File: src/rtl/core/jac_pkg.sv
package jac_pkg;

  localparam int NUM_OUT = 4;
  localparam int LANE_W = 2;
  localparam int CFG_W = 64;
  // signed width of a post-clamp offset or of a span width
  localparam int CW = 18;
  localparam int QW = 2 * CW;
  localparam int DIV_STEPS = QW / 2;
  localparam int DIV_CNT_W = $clog2(DIV_STEPS);

  typedef enum logic [2:0] {
    REG_HYST   = 3'd0,
    REG_CENTER = 3'd1,
    REG_LOW    = 3'd2,
    REG_HIGH   = 3'd3,
    REG_DEAD   = 3'd4,
    REG_CALIB  = 3'd5,
    REG_COUNT  = 3'd6,
    REG_ORDER  = 3'd7
  } reg_idx_e;

  typedef struct packed {
    logic [CFG_W-1:0] hyst;
    logic [CFG_W-1:0] center;
    logic [CFG_W-1:0] low_lim;
    logic [CFG_W-1:0] high_lim;
    logic [CFG_W-1:0] dead;
    logic             calib;
    logic [2:0]       axis_count;
    logic [7:0]       out_order;
  } cfg_t;

  typedef struct packed {
    logic [LANE_W-1:0] lane;
    logic              lane_ok;
    logic              last;
    logic              scale;
  } job_ctrl_t;

  function automatic logic [15:0] lane16(input logic [CFG_W-1:0] r,
                                         input logic [LANE_W-1:0] k);
    lane16 = r[16*k +: 16];
  endfunction

endpackage

File: src/rtl/core/joystick_axis_conditioner_top.sv
// Joystick axis conditioner. Each pushed item is one poll of the raw axes; one
// result of four signed values comes out per item, in order. The front stage
// takes an item when full is low and emits one lane job per cycle while the job
// queue is not full (hysteresis, dead zone, clamp and offset are resolved there);
// a two-entry job queue feeds the back stage, which scales, saturates and
// reorders. There an unscaled lane goes from pop straight to store; a scaled lane
// gets one multiply, then a shared divider retiring 2 quotient bits a cycle until
// all 36 are out (skipped when the divisor is zero), then the store. After the
// last lane the result goes to the two-entry result queue. Configuration writes
// take effect at once and must only be made while no item is in flight.
module joystick_axis_conditioner_top #(
  parameter int AXIS_LANES = 4,
  parameter int SAMPLE_BITS = 16
) (
  input  logic                          clk_i,
  input  logic                          rst_ni,
  input  logic                          cfg_we_i,
  input  logic [2:0]                    cfg_idx_i,
  input  logic [jac_pkg::CFG_W-1:0]     cfg_data_i,
  input  logic                          push,
  output logic                          full,
  input  logic [SAMPLE_BITS-1:0]        axis_a_i,
  input  logic [SAMPLE_BITS-1:0]        axis_b_i,
  input  logic [SAMPLE_BITS-1:0]        axis_c_i,
  input  logic [SAMPLE_BITS-1:0]        axis_d_i,
  output logic                          empty,
  input  logic                          pop,
  output logic signed [SAMPLE_BITS:0]   out_a_o,
  output logic signed [SAMPLE_BITS:0]   out_b_o,
  output logic signed [SAMPLE_BITS:0]   out_c_o,
  output logic signed [SAMPLE_BITS:0]   out_d_o
);
  import jac_pkg::*;

  localparam int DW = (SAMPLE_BITS + 1 > CW) ? SAMPLE_BITS + 1 : CW;
  localparam int JOB_W = $bits(job_ctrl_t) + DW + 2 * CW;
  localparam int SW = SAMPLE_BITS + 1;
  localparam int RES_W = NUM_OUT * SW;

  cfg_t cfg_q;

  logic [3:0][SAMPLE_BITS-1:0]  all_axes;
  logic                         job_push, job_full, job_pop, job_empty;
  job_ctrl_t                    job_ctrl_w, job_ctrl_r;
  logic signed [DW-1:0]         job_val_w, job_val_r;
  logic signed [CW-1:0]         job_mul_w, job_mul_r, job_div_w, job_div_r;
  logic [JOB_W-1:0]             job_wdata, job_rdata;
  logic                         res_push, res_full;
  logic [NUM_OUT-1:0][SAMPLE_BITS:0] res_vec;
  logic [RES_W-1:0]             res_wdata, res_rdata;

  always_ff @(posedge clk_i or negedge rst_ni) begin
    if (!rst_ni) begin
      cfg_q.hyst       <= '0;
      cfg_q.center     <= '0;
      cfg_q.low_lim    <= '0;
      cfg_q.high_lim   <= '1;
      cfg_q.dead       <= '0;
      cfg_q.calib      <= 1'b0;
      cfg_q.axis_count <= 3'd4;
      cfg_q.out_order  <= 8'd228;
    end else if (cfg_we_i) begin
      unique case (reg_idx_e'(cfg_idx_i))
        REG_HYST:   cfg_q.hyst       <= cfg_data_i;
        REG_CENTER: cfg_q.center     <= cfg_data_i;
        REG_LOW:    cfg_q.low_lim    <= cfg_data_i;
        REG_HIGH:   cfg_q.high_lim   <= cfg_data_i;
        REG_DEAD:   cfg_q.dead       <= cfg_data_i;
        REG_CALIB:  cfg_q.calib      <= cfg_data_i[0];
        REG_COUNT:  cfg_q.axis_count <= cfg_data_i[2:0];
        REG_ORDER:  cfg_q.out_order  <= cfg_data_i[7:0];
        default: ;
      endcase
    end
  end

  assign all_axes = {axis_d_i, axis_c_i, axis_b_i, axis_a_i};

  jac_front #(
    .AXIS_LANES  (AXIS_LANES),
    .SAMPLE_BITS (SAMPLE_BITS)
  ) u_front (
    .clk_i      (clk_i),
    .rst_ni     (rst_ni),
    .cfg_i      (cfg_q),
    .push_i     (push),
    .full_o     (full),
    .axis_i     (all_axes[AXIS_LANES-1:0]),
    .job_push_o (job_push),
    .job_full_i (job_full),
    .job_ctrl_o (job_ctrl_w),
    .job_val_o  (job_val_w),
    .job_mul_o  (job_mul_w),
    .job_div_o  (job_div_w)
  );

  assign job_wdata = {job_ctrl_w, job_val_w, job_mul_w, job_div_w};
  assign {job_ctrl_r, job_val_r, job_mul_r, job_div_r} = job_rdata;

  jac_fifo #(
    .WIDTH (JOB_W),
    .DEPTH (2)
  ) u_job_q (
    .clk_i   (clk_i),
    .rst_ni  (rst_ni),
    .push_i  (job_push),
    .full_o  (job_full),
    .wdata_i (job_wdata),
    .pop_i   (job_pop),
    .empty_o (job_empty),
    .rdata_o (job_rdata)
  );

  jac_back #(
    .AXIS_LANES  (AXIS_LANES),
    .SAMPLE_BITS (SAMPLE_BITS)
  ) u_back (
    .clk_i       (clk_i),
    .rst_ni      (rst_ni),
    .cfg_i       (cfg_q),
    .job_empty_i (job_empty),
    .job_pop_o   (job_pop),
    .job_ctrl_i  (job_ctrl_r),
    .job_val_i   (job_val_r),
    .job_mul_i   (job_mul_r),
    .job_div_i   (job_div_r),
    .res_full_i  (res_full),
    .res_push_o  (res_push),
    .res_o       (res_vec)
  );

  assign res_wdata = res_vec;

  jac_fifo #(
    .WIDTH (RES_W),
    .DEPTH (2)
  ) u_res_q (
    .clk_i   (clk_i),
    .rst_ni  (rst_ni),
    .push_i  (res_push),
    .full_o  (res_full),
    .wdata_i (res_wdata),
    .pop_i   (pop),
    .empty_o (empty),
    .rdata_o (res_rdata)
  );

  assign out_a_o = res_rdata[0*SW +: SW];
  assign out_b_o = res_rdata[1*SW +: SW];
  assign out_c_o = res_rdata[2*SW +: SW];
  assign out_d_o = res_rdata[3*SW +: SW];

endmodule

File: src/rtl/core/jac_fifo.sv
module jac_fifo #(
  parameter int WIDTH = 8,
  parameter int DEPTH = 2
) (
  input  logic             clk_i,
  input  logic             rst_ni,
  input  logic             push_i,
  output logic             full_o,
  input  logic [WIDTH-1:0] wdata_i,
  input  logic             pop_i,
  output logic             empty_o,
  output logic [WIDTH-1:0] rdata_o
);

  localparam int PW = (DEPTH > 1) ? $clog2(DEPTH) : 1;
  localparam int CNT_W = $clog2(DEPTH + 1);

  logic [WIDTH-1:0] mem_q [DEPTH];
  logic [PW-1:0]    wr_q, rd_q;
  logic [CNT_W-1:0] cnt_q;
  logic             do_push, do_pop;

  assign full_o  = (cnt_q == CNT_W'(DEPTH));
  assign empty_o = (cnt_q == '0);
  assign rdata_o = mem_q[rd_q];
  assign do_push = push_i && !full_o;
  assign do_pop  = pop_i && !empty_o;

  always_ff @(posedge clk_i) begin
    if (do_push) begin
      mem_q[wr_q] <= wdata_i;
    end
  end

  always_ff @(posedge clk_i or negedge rst_ni) begin
    if (!rst_ni) begin
      wr_q  <= '0;
      rd_q  <= '0;
      cnt_q <= '0;
    end else begin
      if (do_push) begin
        wr_q <= (wr_q == PW'(DEPTH - 1)) ? '0 : wr_q + 1'b1;
      end
      if (do_pop) begin
        rd_q <= (rd_q == PW'(DEPTH - 1)) ? '0 : rd_q + 1'b1;
      end
      if (do_push && !do_pop) begin
        cnt_q <= cnt_q + 1'b1;
      end else if (do_pop && !do_push) begin
        cnt_q <= cnt_q - 1'b1;
      end
    end
  end

endmodule

File: src/rtl/core/jac_front.sv
module jac_front #(
  parameter int AXIS_LANES = 4,
  parameter int SAMPLE_BITS = 16,
  localparam int DW = (SAMPLE_BITS + 1 > jac_pkg::CW) ? SAMPLE_BITS + 1 : jac_pkg::CW
) (
  input  logic                                   clk_i,
  input  logic                                   rst_ni,
  input  jac_pkg::cfg_t                          cfg_i,
  input  logic                                   push_i,
  output logic                                   full_o,
  input  logic [AXIS_LANES-1:0][SAMPLE_BITS-1:0] axis_i,
  output logic                                   job_push_o,
  input  logic                                   job_full_i,
  output jac_pkg::job_ctrl_t                     job_ctrl_o,
  output logic signed [DW-1:0]                   job_val_o,
  output logic signed [jac_pkg::CW-1:0]          job_mul_o,
  output logic signed [jac_pkg::CW-1:0]          job_div_o
);
  import jac_pkg::*;

  localparam int IDX_W = (AXIS_LANES > 1) ? $clog2(AXIS_LANES) : 1;
  localparam int VW = ((SAMPLE_BITS > 16) ? SAMPLE_BITS : 16) + 2;

  logic                                   busy_q;
  logic [LANE_W-1:0]                      lane_q;
  logic [2:0]                             n_q;
  logic [AXIS_LANES-1:0][SAMPLE_BITS-1:0] raw_q;
  logic [AXIS_LANES-1:0][SAMPLE_BITS-1:0] held_q;

  logic [IDX_W-1:0]       idx;
  logic [SAMPLE_BITS-1:0] v, h, vh;
  logic [15:0]            hy, c, dz, lo, hi, vc;
  logic [VW-1:0]          vx;
  logic                   take, in_dead, below;
  logic signed [CW-1:0]   cs, dzs, los, his, vcs, w1, w2, d;
  logic                   accept;

  assign accept = push_i && !full_o;
  assign full_o = busy_q;
  assign job_push_o = busy_q && !job_full_i;
  assign idx = lane_q[IDX_W-1:0];

  always_comb begin
    v  = raw_q[idx];
    h  = held_q[idx];
    hy = lane16(cfg_i.hyst, lane_q);
    c  = lane16(cfg_i.center, lane_q);
    dz = lane16(cfg_i.dead, lane_q);
    lo = lane16(cfg_i.low_lim, lane_q);
    hi = lane16(cfg_i.high_lim, lane_q);

    // movement filter: take the new value only past the threshold
    if (VW'(v) > VW'(h)) begin
      take = VW'(v) > VW'(h) + VW'(hy[7:0]);
    end else begin
      take = VW'(v) + VW'(hy[15:8]) < VW'(h);
    end
    vh = take ? v : h;
    vx = VW'(vh);

    in_dead = (vx + VW'(dz) >= VW'(c)) && (vx <= VW'(c) + VW'(dz));

    if (vx < VW'(lo)) begin
      vc = lo;
    end else if (vx > VW'(hi)) begin
      vc = hi;
    end else begin
      vc = vx[15:0];
    end

    cs  = CW'(c);
    dzs = CW'(dz);
    los = CW'(lo);
    his = CW'(hi);
    vcs = CW'(vc);
    w1  = cs - dzs - los;
    w2  = his - cs - dzs;
    below = (vc < c);
    d = below ? (vcs - cs + dzs) : (vcs - cs - dzs);

    job_ctrl_o.lane    = lane_q;
    job_ctrl_o.lane_ok = (n_q != 3'd0);
    job_ctrl_o.last    = (n_q == 3'd0) || ({1'b0, lane_q} == n_q - 3'd1);
    job_ctrl_o.scale   = 1'b0;
    job_val_o = '0;
    job_mul_o = below ? w2 : w1;
    job_div_o = below ? w1 : w2;
    if (n_q == 3'd0) begin
      job_val_o = '0;
    end else if (!cfg_i.calib) begin
      job_val_o = DW'(v);
    end else if (in_dead) begin
      job_val_o = '0;
    end else begin
      job_val_o = DW'(d);
      job_ctrl_o.scale = below ? (w1 > w2) : (w2 > w1);
    end
  end

  always_ff @(posedge clk_i) begin
    if (accept) begin
      raw_q <= axis_i;
    end
  end

  always_ff @(posedge clk_i or negedge rst_ni) begin
    if (!rst_ni) begin
      busy_q <= 1'b0;
      lane_q <= '0;
      n_q    <= '0;
      held_q <= '0;
    end else begin
      if (accept) begin
        busy_q <= 1'b1;
        lane_q <= '0;
        n_q    <= (cfg_i.axis_count > 3'(AXIS_LANES)) ? 3'(AXIS_LANES) : cfg_i.axis_count;
      end else if (job_push_o) begin
        lane_q <= lane_q + 1'b1;
        if (job_ctrl_o.last) begin
          busy_q <= 1'b0;
        end
        if (cfg_i.calib && (n_q != 3'd0) && take) begin
          held_q[idx] <= v;
        end
      end
    end
  end

  a_held_only_calib: assert property (@(posedge clk_i) disable iff (!rst_ni)
    !$stable(held_q) |-> ($past(cfg_i.calib) && $past(busy_q)))
    else $error("held value moved outside a calibrated item");

  a_accept_starts: assert property (@(posedge clk_i) disable iff (!rst_ni)
    accept |=> (busy_q && lane_q == '0))
    else $error("accepted item did not start at lane zero");

endmodule

File: src/rtl/core/jac_back.sv
module jac_back #(
  parameter int AXIS_LANES = 4,
  parameter int SAMPLE_BITS = 16,
  localparam int DW = (SAMPLE_BITS + 1 > jac_pkg::CW) ? SAMPLE_BITS + 1 : jac_pkg::CW
) (
  input  logic                                        clk_i,
  input  logic                                        rst_ni,
  input  jac_pkg::cfg_t                               cfg_i,
  input  logic                                        job_empty_i,
  output logic                                        job_pop_o,
  input  jac_pkg::job_ctrl_t                          job_ctrl_i,
  input  logic signed [DW-1:0]                        job_val_i,
  input  logic signed [jac_pkg::CW-1:0]               job_mul_i,
  input  logic signed [jac_pkg::CW-1:0]               job_div_i,
  input  logic                                        res_full_i,
  output logic                                        res_push_o,
  output logic [jac_pkg::NUM_OUT-1:0][SAMPLE_BITS:0]  res_o
);
  import jac_pkg::*;

  localparam int RW = (DW > QW + 1) ? DW : QW + 1;
  localparam logic signed [RW-1:0] LIM = RW'((64'd1 << SAMPLE_BITS) - 64'd1);
  localparam logic signed [RW-1:0] NLIM = -LIM;

  typedef enum logic [2:0] {
    S_IDLE, S_MUL, S_PREP, S_DIV, S_STORE, S_EMIT
  } state_e;

  state_e                             state_q;
  job_ctrl_t                          ctrl_q;
  logic signed [DW-1:0]               val_q;
  logic signed [CW-1:0]               mul_q, div_q;
  logic signed [QW-1:0]               prod_q;
  logic [CW-1:0]                      rem_q, den_q;
  logic [QW-1:0]                      quo_q;
  logic                               neg_q;
  logic [DIV_CNT_W-1:0]               cnt_q;
  logic signed [RW-1:0]               res_q;
  logic [NUM_OUT-1:0][SAMPLE_BITS:0]  out_q;

  logic signed [CW-1:0]  mul_a;
  logic [CW+QW-1:0]      step;
  logic [SAMPLE_BITS:0]  sat;

  // two restoring division steps per call
  function automatic logic [CW+QW-1:0] div2(input logic [CW-1:0] rem,
                                            input logic [QW-1:0] quo,
                                            input logic [CW-1:0] den);
    logic [CW:0]   r;
    logic [CW-1:0] rm;
    logic [QW-1:0] q;
    rm = rem;
    q  = quo;
    for (int i = 0; i < 2; i++) begin
      r = {rm, q[QW-1]};
      q = {q[QW-2:0], 1'b0};
      if (r >= {1'b0, den}) begin
        r = r - {1'b0, den};
        q[0] = 1'b1;
      end
      rm = r[CW-1:0];
    end
    div2 = {rm, q};
  endfunction

  assign job_pop_o  = (state_q == S_IDLE) && !job_empty_i;
  assign res_push_o = (state_q == S_EMIT) && !res_full_i;
  assign res_o      = out_q;
  assign mul_a      = val_q[CW-1:0];
  assign step       = div2(rem_q, quo_q, den_q);

  always_comb begin
    if (res_q > LIM) begin
      sat = LIM[SAMPLE_BITS:0];
    end else if (res_q < NLIM) begin
      sat = NLIM[SAMPLE_BITS:0];
    end else begin
      sat = res_q[SAMPLE_BITS:0];
    end
  end

  always_ff @(posedge clk_i or negedge rst_ni) begin
    if (!rst_ni) begin
      state_q <= S_IDLE;
      out_q   <= '0;
      cnt_q   <= '0;
    end else begin
      unique case (state_q)
        S_IDLE: begin
          if (job_pop_o) begin
            ctrl_q  <= job_ctrl_i;
            val_q   <= job_val_i;
            mul_q   <= job_mul_i;
            div_q   <= job_div_i;
            res_q   <= RW'(job_val_i);
            state_q <= job_ctrl_i.scale ? S_MUL : S_STORE;
          end
        end
        S_MUL: begin
          prod_q  <= mul_a * mul_q;
          state_q <= S_PREP;
        end
        S_PREP: begin
          if (div_q == '0) begin
            res_q   <= '0;
            state_q <= S_STORE;
          end else begin
            quo_q   <= prod_q[QW-1] ? QW'(-prod_q) : QW'(prod_q);
            den_q   <= div_q[CW-1] ? CW'(-div_q) : CW'(div_q);
            rem_q   <= '0;
            neg_q   <= prod_q[QW-1] ^ div_q[CW-1];
            cnt_q   <= '0;
            state_q <= S_DIV;
          end
        end
        S_DIV: begin
          rem_q <= step[CW+QW-1:QW];
          quo_q <= step[QW-1:0];
          cnt_q <= cnt_q + 1'b1;
          if (cnt_q == DIV_CNT_W'(DIV_STEPS - 1)) begin
            // truncate toward zero: divide magnitudes, then restore the sign
            res_q   <= neg_q ? -RW'(step[QW-1:0]) : RW'(step[QW-1:0]);
            state_q <= S_STORE;
          end
        end
        S_STORE: begin
          for (int j = 0; j < NUM_OUT; j++) begin
            if (ctrl_q.lane_ok &&
                (cfg_i.calib ? (cfg_i.out_order[2*j +: 2] == ctrl_q.lane)
                             : (LANE_W'(j) == ctrl_q.lane))) begin
              out_q[j] <= sat;
            end
          end
          state_q <= ctrl_q.last ? S_EMIT : S_IDLE;
        end
        S_EMIT: begin
          if (!res_full_i) begin
            out_q   <= '0;
            state_q <= S_IDLE;
          end
        end
        default: state_q <= S_IDLE;
      endcase
    end
  end

  a_direct_to_store: assert property (@(posedge clk_i) disable iff (!rst_ni)
    (job_pop_o && !job_ctrl_i.scale) |=> (state_q == S_STORE))
    else $error("unscaled item did not go straight to store");

  a_div_count: assert property (@(posedge clk_i) disable iff (!rst_ni)
    (state_q == S_DIV) |-> (cnt_q <= DIV_CNT_W'(DIV_STEPS - 1)))
    else $error("divider ran past its step count");

  a_slots_cleared: assert property (@(posedge clk_i) disable iff (!rst_ni)
    res_push_o |=> (out_q == '0))
    else $error("output slots not cleared after an item");

endmodule
File: config.mk
export PLATFORM = sky130hd
export DESIGN_NAME = joystick_axis_conditioner_top
export DESIGN_NICKNAME = d
export VERILOG_FILES = /design/src/rtl/core/jac_pkg.sv /design/src/rtl/core/joystick_axis_conditioner_top.sv /design/src/rtl/core/jac_fifo.sv /design/src/rtl/core/jac_front.sv /design/src/rtl/core/jac_back.sv
export SDC_FILE = /design/constraint.sdc
export NUM_CORES = 2
export LEC_CHECK = 0
export ABC_CLOCK_PERIOD_IN_PS = 24700
export BUFFER_PORTS_ARGS = -buffer_cell sky130_fd_sc_hd__buf_4
export CAP_MARGIN = 40
export CELL_PAD_IN_SITES_DETAIL_PLACEMENT = 1
export CELL_PAD_IN_SITES_GLOBAL_PLACEMENT = 2
export CORE_UTILIZATION = 25
export DETAILED_ROUTE_END_ITERATION = 7
export PLACE_DENSITY_LB_ADDON = 0.08
export SLEW_MARGIN = 5
export SYNTH_ARGS = -nofsm -noshare
export SYNTH_HDL_FRONTEND = slang
export SYNTH_SLANG_ARGS = --single-unit
File: constraint.sdc
create_clock -name clk_i -period 24.7 [get_ports clk_i]
set_input_delay 0 -clock clk_i [delete_from_list [all_inputs] [get_ports clk_i]]
set_output_delay 0 -clock clk_i [all_outputs]
set_load 0.02 [all_outputs]
* Word level (Yosys, flattened, before mapping)
Memory sizes are Yosys's and may differ from the RTL's.
Index checks and enable logic that the tools add are counted.
** Storage, ports and cells
- Output and inout port bits :: 70
- Logic and storage cells :: 272
- Latch bits :: 0
- RAM bits :: 254
- ROM bits :: 0
- Memories :: 2
- Register bits after elaboration :: 754
** Operators by class
- Reduce and logical (&&, ||, !) cells :: 66
- Shift operators :: 5
- Eq/ne operators :: 32
- $mul :: 1
- Multiplexer cells :: 75
- Div/mod/pow operators :: 0
- Bitwise gates (word level) :: 3
- $lt $le $gt $ge :: 17
- Add/subtract/negate cells :: 27
** Memories
- u_res_q.mem_q :: depth 2, bits a word 68, rd ports 1, clocked after Yosys merged registers in 0, write ports 1, line jac_fifo.sv:18 : logic [WIDTH-1:0] mem_q [DEPTH];
- u_job_q.mem_q :: depth 2, bits a word 59, rd ports 1, clocked after Yosys merged registers in 0, write ports 1, line jac_fifo.sv:18
** Operators with widths (count)
- indexed part select 64 x 7 -> 16 bit :: 5
- two-way mux 18 bit :: 9
- two-way mux 37 bit :: 4
- case mux 68 bit (2 select lines) :: 1
- two-way mux 17 bit :: 7
- case mux 37 bit (3 select lines) :: 1
- two-way mux 16 bit :: 6
- two-way mux 36 bit :: 2
- case mux 36 bit (2 select lines) :: 1
- two-way mux 68 bit :: 1
- binary-select mux 16 bit (select 2 bit) :: 2
- bitwise mux 64 bit :: 1
- subtractor 18 x 17 -> 18 bit :: 3
- subtractor 16 x 16 -> 17 bit :: 3
- >= comparator 19 x 18 -> 1 bit :: 2
- greater-than comparator 37 x 17 -> 1 bit (second input constant) :: 1
- < comparator 37 x 17 -> 1 bit (second input constant) :: 1
- negation 36 -> 37 bit :: 1
- greater-than comparator 18 bit :: 2
- multiplier 18 x 18 -> 36 bit :: 1
- negation 36 bit :: 1
- case mux 18 bit (2 select lines) :: 1
- subtractor 18 bit :: 2
- adder 16 x 16 -> 17 bit :: 2
- 48 further kinds :: 166

* Logic depth before layout (Yosys ltp)
- Depth after elaboration :: 15
- Depth in mapped cells :: 67
- Mapped depth without buffers :: 57

* Modules after synthesis
A second synthesis with hierarchy kept.
** Second synthesis, totals
- Cell total of the unflattened synthesis :: 5625
- Area, all modules :: 68151.6 sq um
** By module, submodules not included
- jac_back :: cells an instance 2572, times used 1, area an instance 26401.6 sq um, sequential area each 8027.7 sq um
- jac_front :: cells an instance 1912, times used 1, area an instance 18591.6 sq um, sequential area each 3673.5 sq um
- joystick_axis_conditioner_top :: cells an instance 707, times used 1, area an instance 13255.2 sq um, sequential area each 8394.3 sq um
- jac_fifo (u_res_q) :: cells an instance 231, times used 1, area an instance 5146.2 sq um, sequential area each 4184.0 sq um
- jac_fifo (u_job_q) :: cells an instance 203, times used 1, area an instance 4757.1 sq um, sequential area each 3643.5 sq um

* Worst setup path before layout
OpenSTA, ideal clock, no wires.
- Path type :: flip-flop to flip-flop
- Start :: register u_front.lane_q[1] (netlist: u_front.idx[1])
- End :: memory u_job_q.mem_q[0][53] (netlist name) (data pin)
- Arrival time :: 13704 ps
- Library setup time :: 257 ps
- Cell stages (with the launch flop) :: 65
- Slack :: 10739 ps
- Data required time :: 24443 ps
- Path through :: dfrtp_1 buf_2 buf_2 buf_2 buf_2 buf_2 buf_1 clkbuf_1 clkbuf_1 mux4_2 ha_1 a21o_1 a21oi_1 o21bai_1 a21oi_1 o21bai_1 a21oi_1 nor2b_1 [29 not listed] a31oi_1 a41o_1 nor2_1 clkbuf_1 nand2_1 xnor2_1 ha_1 or2_2 a21oi_1 a31oi_1 a21oi_1 nor2b_1 o21a_1 o41ai_1 o21ai_0 xor2_1 xnor2_1 nor2_1
** Between the ends
- Cells in the longest elaborated chain, start to end :: 15
** RTL lines
- start, declared :: line jac_front.sv:25 : logic [LANE_W-1:0] lane_q;
- start signal, assigned :: line jac_front.sv:118 : lane_q <= lane_q + 1'b1;
- branches (longest 12 deep; another with < comparator 18 x 16 -> 1 bit)
- two-way mux 18 bit (*) :: line jac_front.sv:92 : end else if (in_dead) begin
- two-way mux 18 bit (*) :: line jac_front.sv:90 : end else if (!cfg_i.calib) begin
- two-way mux 18 bit (*) :: line jac_front.sv:88 : if (n_q == 3'd0) begin
- net job_val_w[17] :: line joystick_axis_conditioner_top.sv:45 : logic signed [DW-1:0] job_val_w, job_val_r;
- end, declared :: line jac_fifo.sv:18
Mark *: on every way through the listed nets, which the timed path passes. The select of a mux whose other input is x is not followed.

* Worst setup path in the final report
- Start :: register u_front.lane_q[0] (netlist: u_front.idx[0])
- End :: memory u_job_q.mem_q[1][53] (netlist name) (data pin)
The elaborated chain is that of the path after synthesis.

==> run_summary.xml <==
<?xml version="1.0" encoding="UTF-8"?>
<metrics>
  <group name="run_status">
    <metric name="status" unit="">completed</metric>
  </group>
  <group name="route">
    <metric name="vias" unit="">43592</metric>
    <metric name="wire_per_inst" unit="um">23.6</metric>
    <metric name="detailedRoute.firstIterationViolations" unit="">1529</metric>
    <metric name="vias_per_cell" unit="">4.52</metric>
    <metric name="drcViolationCount" unit="">0</metric>
    <metric name="wl" unit="mm">227</metric>
    <metric name="drt_pass1_iterations" unit="">5</metric>
    <metric name="antenna_violating_nets_post_route" unit="">0</metric>
  </group>
  <group name="logic_synthesis">
    <metric name="synthXorXnorAreaFrac" unit="%">4.16</metric>
    <metric name="synth_seq_cells" unit="">1008</metric>
    <metric name="synth_top_family_by_area" unit="">adder cells</metric>
    <metric name="post-synth-top-area-cell" unit="">sky130_fd_sc_hd__edfxtp_1</metric>
    <metric name="synth_nets" unit="">6438</metric>
    <metric name="synth-async-reset-ratio" unit="%">48.2</metric>
    <metric name="synthMuxAreaShare" unit="%">15.2</metric>
    <metric name="synth.cell_area" unit="mm^2">0.0659</metric>
    <metric name="ys_types" unit="">90</metric>
    <metric name="synth-edff-count" unit="">522</metric>
    <metric name="synth_area_leaders" unit="">sky130_fd_sc_hd__edfxtp_1, sky130_fd_sc_hd__dfrtp_1, sky130_fd_sc_hd__mux2_2</metric>
    <metric name="number_of_standard_cells_after_synthesis" unit="">5545</metric>
    <metric name="yosys_most_used_dff" unit="">sky130_fd_sc_hd__edfxtp_1</metric>
    <metric name="synth-seq-area-share" unit="%">42.4</metric>
    <metric name="synth-warning-count" unit="">0</metric>
    <metric name="post_synth_fa_ha_maj_area_fraction" unit="%">18.3</metric>
    <metric name="synth_simple_gate_area_share" unit="%">8.32</metric>
    <metric name="synth_largest_type_area_fraction" unit="%">23.8</metric>
    <metric name="complex_gate_fraction_of_the_synthesized_area" unit="%">7.12</metric>
    <metric name="synth.avg_cell_area" unit="um^2">11.9</metric>
  </group>
  <group name="critical_path">
    <metric name="cpMaxStageDelayCell" unit="">sky130_fd_sc_hd__dfrtp_4</metric>
    <metric name="setup.worst_path.end_class" unit="">flip-flop</metric>
    <metric name="worst-setup-path-type" unit="">flip-flop to flip-flop</metric>
    <metric name="slowest_delay" unit="ps">730</metric>
    <metric name="cp-start-kind" unit="">flip-flop</metric>
    <metric name="cp_data_required_time" unit="ps">25210</metric>
    <metric name="worstPathMaxFanout" unit="">38</metric>
    <metric name="most_frequent_cell_on_critical_path" unit="">sky130_fd_sc_hd__a21oi_1</metric>
    <metric name="worst_r2r_path_depth" unit="">58</metric>
    <metric name="critPathArrivalTime" unit="ps">15760</metric>
  </group>
  <group name="place">
    <metric name="worst_slack_after_detailed_placement" unit="ps">9340</metric>
    <metric name="global_placer_s_final_weighted_congestion" unit="">0.834</metric>
    <metric name="hpwl" unit="mm">176</metric>
    <metric name="placed_cells_incl_taps" unit="">9155</metric>
    <metric name="io_buffer_count" unit="">205</metric>
  </group>
  <group name="sta">
    <metric name="setup_viol" unit="">0</metric>
    <metric name="number_of_pins_exceeding_their_max_slew_limit_in_the_final_report" unit="">0</metric>
    <metric name="timing.final.ws_setup" unit="ps">9450</metric>
    <metric name="rsz0062_at_grt" unit="">no</metric>
    <metric name="max_freq" unit="MHz">65.6</metric>
    <metric name="worst_pin_slew" unit="ps">929</metric>
    <metric name="crit_share_post_route" unit="%">61.7</metric>
    <metric name="timing.slew.headroom" unit="%">38.1</metric>
    <metric name="finalClockSkew" unit="ps">44.2</metric>
    <metric name="timing.final.crit_period" unit="ps">15250</metric>
    <metric name="fin_setup_tns" unit="ps">0</metric>
    <metric name="hold_viol_final" unit="">0</metric>
  </group>
  <group name="layout">
    <metric name="layout.cells.non_filler" unit="">9637</metric>
    <metric name="design.final.nets" unit="">6902</metric>
    <metric name="fillers" unit="">28548</metric>
    <metric name="final_layout_size_suffix_gt1_share" unit="%">22.6</metric>
    <metric name="area.growth.synth_to_final" unit="%">19.8</metric>
  </group>
  <group name="floorplan">
    <metric name="fp.coreArea" unit="mm^2">0.262</metric>
    <metric name="die_h" unit="um">515</metric>
    <metric name="i_o_pin_count" unit="">206</metric>
    <metric name="effective_utilization_at_floorplan" unit="%">25.1</metric>
    <metric name="rows" unit="">188</metric>
    <metric name="die_w" unit="um">515</metric>
    <metric name="dieArea" unit="mm^2">0.266</metric>
  </group>
  <group name="cts">
    <metric name="clock_tree_from_tritoncts" unit="">yes</metric>
    <metric name="reg_clk_slew_reported_paths" unit="ps">60</metric>
    <metric name="insertion_delay" unit="ps">790</metric>
    <metric name="numCtsBuffers" unit="">134</metric>
    <metric name="htree_levels" unit="">4</metric>
    <metric name="cts_sinks" unit="">1008</metric>
    <metric name="ctsRootBufferMaster" unit="">sky130_fd_sc_hd__clkbuf_16</metric>
    <metric name="clk_path_buf_depth" unit="">3</metric>
  </group>
  <group name="global_routing">
    <metric name="grt_max_degree" unit="">135</metric>
    <metric name="first_pass_grt_wire_length" unit="mm">336</metric>
    <metric name="number_of_antenna_violations_at_the_first_check_in_global_routing" unit="">8</metric>
    <metric name="overflow" unit="">0</metric>
    <metric name="grt_pass1_vias" unit="">48360</metric>
    <metric name="grt.total_usage" unit="%">17.2</metric>
  </group>
  <group name="flow_run">
    <metric name="max-cap-violations" unit="">0</metric>
  </group>
  <group name="hold_path">
    <metric name="path_category_of_the_worst_min_delay_check" unit="">primary input to flip-flop</metric>
    <metric name="hold_depth" unit="">3</metric>
  </group>
</metrics>
[cell type report]
cell class | instances | area (um^2) | share of cell area (%)
clock inverter | 50 | 574 | 0.727
multi-input combinational | 3757 | 35100 | 44.4
clock buffer | 196 | 3830 | 4.85
sequential | 1008 | 27900 | 35.4
inverter | 557 | 2090 | 2.65
antenna | 3 | 7.51 | 0.00951
tap | 3515 | 4400 | 5.57
timing repair buffer | 551 | 5020 | 6.36
[layout by cell type (no fill, tap or decap), types with 43 or more instances in the layout]
cell type / Yosys / layout
sky130_fd_sc_hd__a21o_1: 65 / 65
sky130_fd_sc_hd__nand3_1: 49 / 49
sky130_fd_sc_hd__mux2_2: 628 / 628
sky130_fd_sc_hd__fa_1: 341 / 341
sky130_fd_sc_hd__xnor2_1: 196 / 196
sky130_fd_sc_hd__dfrtp_1: 417 / 413
sky130_fd_sc_hd__nor2b_1: 43 / 43
sky130_fd_sc_hd__nand2_1: 443 / 443
sky130_fd_sc_hd__nand2b_1: 57 / 57
sky130_fd_sc_hd__inv_1: 554 / 553
sky130_fd_sc_hd__mux4_2: 106 / 106
sky130_fd_sc_hd__o21ai_0: 241 / 237
sky130_fd_sc_hd__mux2i_1: 52 / 52
sky130_fd_sc_hd__xor2_1: 117 / 117
sky130_fd_sc_hd__nor2_1: 206 / 201
sky130_fd_sc_hd__dlygate4sd3_1: 0 / 232
sky130_fd_sc_hd__o31ai_1: 49 / 47
sky130_fd_sc_hd__clkbuf_16: 0 / 138
sky130_fd_sc_hd__edfxtp_1: 522 / 522
sky130_fd_sc_hd__and2_1: 123 / 120
sky130_fd_sc_hd__a21oi_1: 204 / 204
sky130_fd_sc_hd__ha_1: 416 / 416
sky130_fd_sc_hd__dfstp_2: 69 / 69
sky130_fd_sc_hd__buf_4: 8 / 290
sky130_fd_sc_hd__nor3_1: 52 / 50
[state kept, by name (all words and copies together), names as in the netlist, 3 cells and up]
signal and count:
u_back.prod_q 36, u_back.rem_q 18, u_front.held_q 64, u_res_q.mem_q 136, u_front.raw_q 64, u_front.n_q 3
u_back.den_q 18, u_back.res_o 68, u_back.cnt_q 5, u_back.res_q 37, u_job_q.mem_q 118, u_back.mul_a 18
u_back.ctrl_q 4, u_back.div_q 18, cfg_q 332, u_back.state_q 3, u_back.quo_q 36, u_back.mul_q 18
[routing by layer]
layer  wire length, um  GRT usage [%]
met1            103000           22.1
met2            115000           30.8
met3              3910           1.72
met4              5510           4.28
met5                 0              0
[kinds of logic (layout without fill, tap and decap cells)]
family,count (synthesis),count (layout)
adders and majority gates,757,757
AOI/OAI and AO/OA,760,760
buffers and inverters,780,1354
DFF,1008,1008
other,0,3
and+or+nand+nor,1139,1139
muxes,788,788
xor gates and xnor gates,313,313
[synthesized netlist by cell type, types with 6 or more instances]
cell	count
sky130_fd_sc_hd__buf_4	8
sky130_fd_sc_hd__nand4_1	38
sky130_fd_sc_hd__o21ai_0	241
sky130_fd_sc_hd__mux2i_1	52
sky130_fd_sc_hd__nand2b_1	57
sky130_fd_sc_hd__a21o_1	65
sky130_fd_sc_hd__xor2_1	117
sky130_fd_sc_hd__nand3_1	49
sky130_fd_sc_hd__or3_1	27
sky130_fd_sc_hd__edfxtp_1	522
sky130_fd_sc_hd__clkbuf_1	178
sky130_fd_sc_hd__nand3b_1	6
sky130_fd_sc_hd__nor3_1	52
sky130_fd_sc_hd__or4_1	18
sky130_fd_sc_hd__a22oi_1	17
sky130_fd_sc_hd__o31ai_1	49
sky130_fd_sc_hd__nor2_1	206
sky130_fd_sc_hd__a211oi_1	13
sky130_fd_sc_hd__fa_1	341
sky130_fd_sc_hd__inv_1	554
sky130_fd_sc_hd__a31oi_1	17
sky130_fd_sc_hd__nor4_1	25
sky130_fd_sc_hd__or2_2	11
sky130_fd_sc_hd__and3_1	20
sky130_fd_sc_hd__o21ai_1	9
sky130_fd_sc_hd__and2_1	123
sky130_fd_sc_hd__nand2_1	443
sky130_fd_sc_hd__a21boi_0	16
sky130_fd_sc_hd__dfstp_2	69
sky130_fd_sc_hd__xnor2_1	196
sky130_fd_sc_hd__o41ai_1	16
sky130_fd_sc_hd__buf_1	12
sky130_fd_sc_hd__o21bai_1	23
sky130_fd_sc_hd__mux4_2	106
sky130_fd_sc_hd__ha_1	416
sky130_fd_sc_hd__buf_2	22
sky130_fd_sc_hd__dfrtp_1	417
sky130_fd_sc_hd__nor2b_1	43
sky130_fd_sc_hd__a21oi_1	204
sky130_fd_sc_hd__mux2_2	628
sky130_fd_sc_hd__o21a_1	31
[worst paths after layout]
check | from | to | slack, ps
max | u_front.idx[0]$_DFFE_PN0P_ | u_job_q.mem_q[1][53]$_DFFE_PP_ | 9450
min | cfg_data_i[9] | cfg_q[149]$_DFFE_PN0P_ | 60
max reg2reg | u_front.idx[0]$_DFFE_PN0P_ | u_job_q.mem_q[1][53]$_DFFE_PP_ | 9450
min reg2reg | u_back.res_o[44]$_DFFE_PN0P_ | u_res_q.mem_q[1][44]$_DFFE_PP_ | 460
max in group asynchronous | rst_ni | u_back.res_o[63]$_DFFE_PN0P_ | 20770
min in group asynchronous | rst_ni | cfg_q[185]$_DFFE_PN0P_ | 340
[critical path: cells and delay by family (launching register included)]
kind	cells	cell delay, ps
AO/OA/AOI/OAI	30	6850
AND/OR/NAND/NOR	10	1690
multiplexers	5	1670
buffers and inverters	4	1660
adder cells (fa/ha/maj)	5	1610
flip-flops	1	730
XOR/XNOR	4	630
[through the flow]
stage | instance area [um^2] | utilization [%] | hold WS, ps
2_1_floorplan | 65900 | - | -296
3_3_place_gp | 71700 | 27.3 | -59.7
3_5_place_dp | 72200 | 27.5 | -60.1
4_1_cts | 78900 | 30.1 | 2.66
5_1_grt | 78900 | 30.1 | 25.3
6_report | 78900 | 30.1 | 62.8
[timing repair]
| item | CTS | global route |
|---|---|---|
| hold buffers | 233 | 0 |
| hold endpoints to repair | 490 | 0 |
| resized for setup | 0 | 0 |
| setup buffers | 0 | 0 |
Power is left out: the tool's default activity adds up to more than one toggle a clock period on the data nets, which glitch-free logic cannot reach.
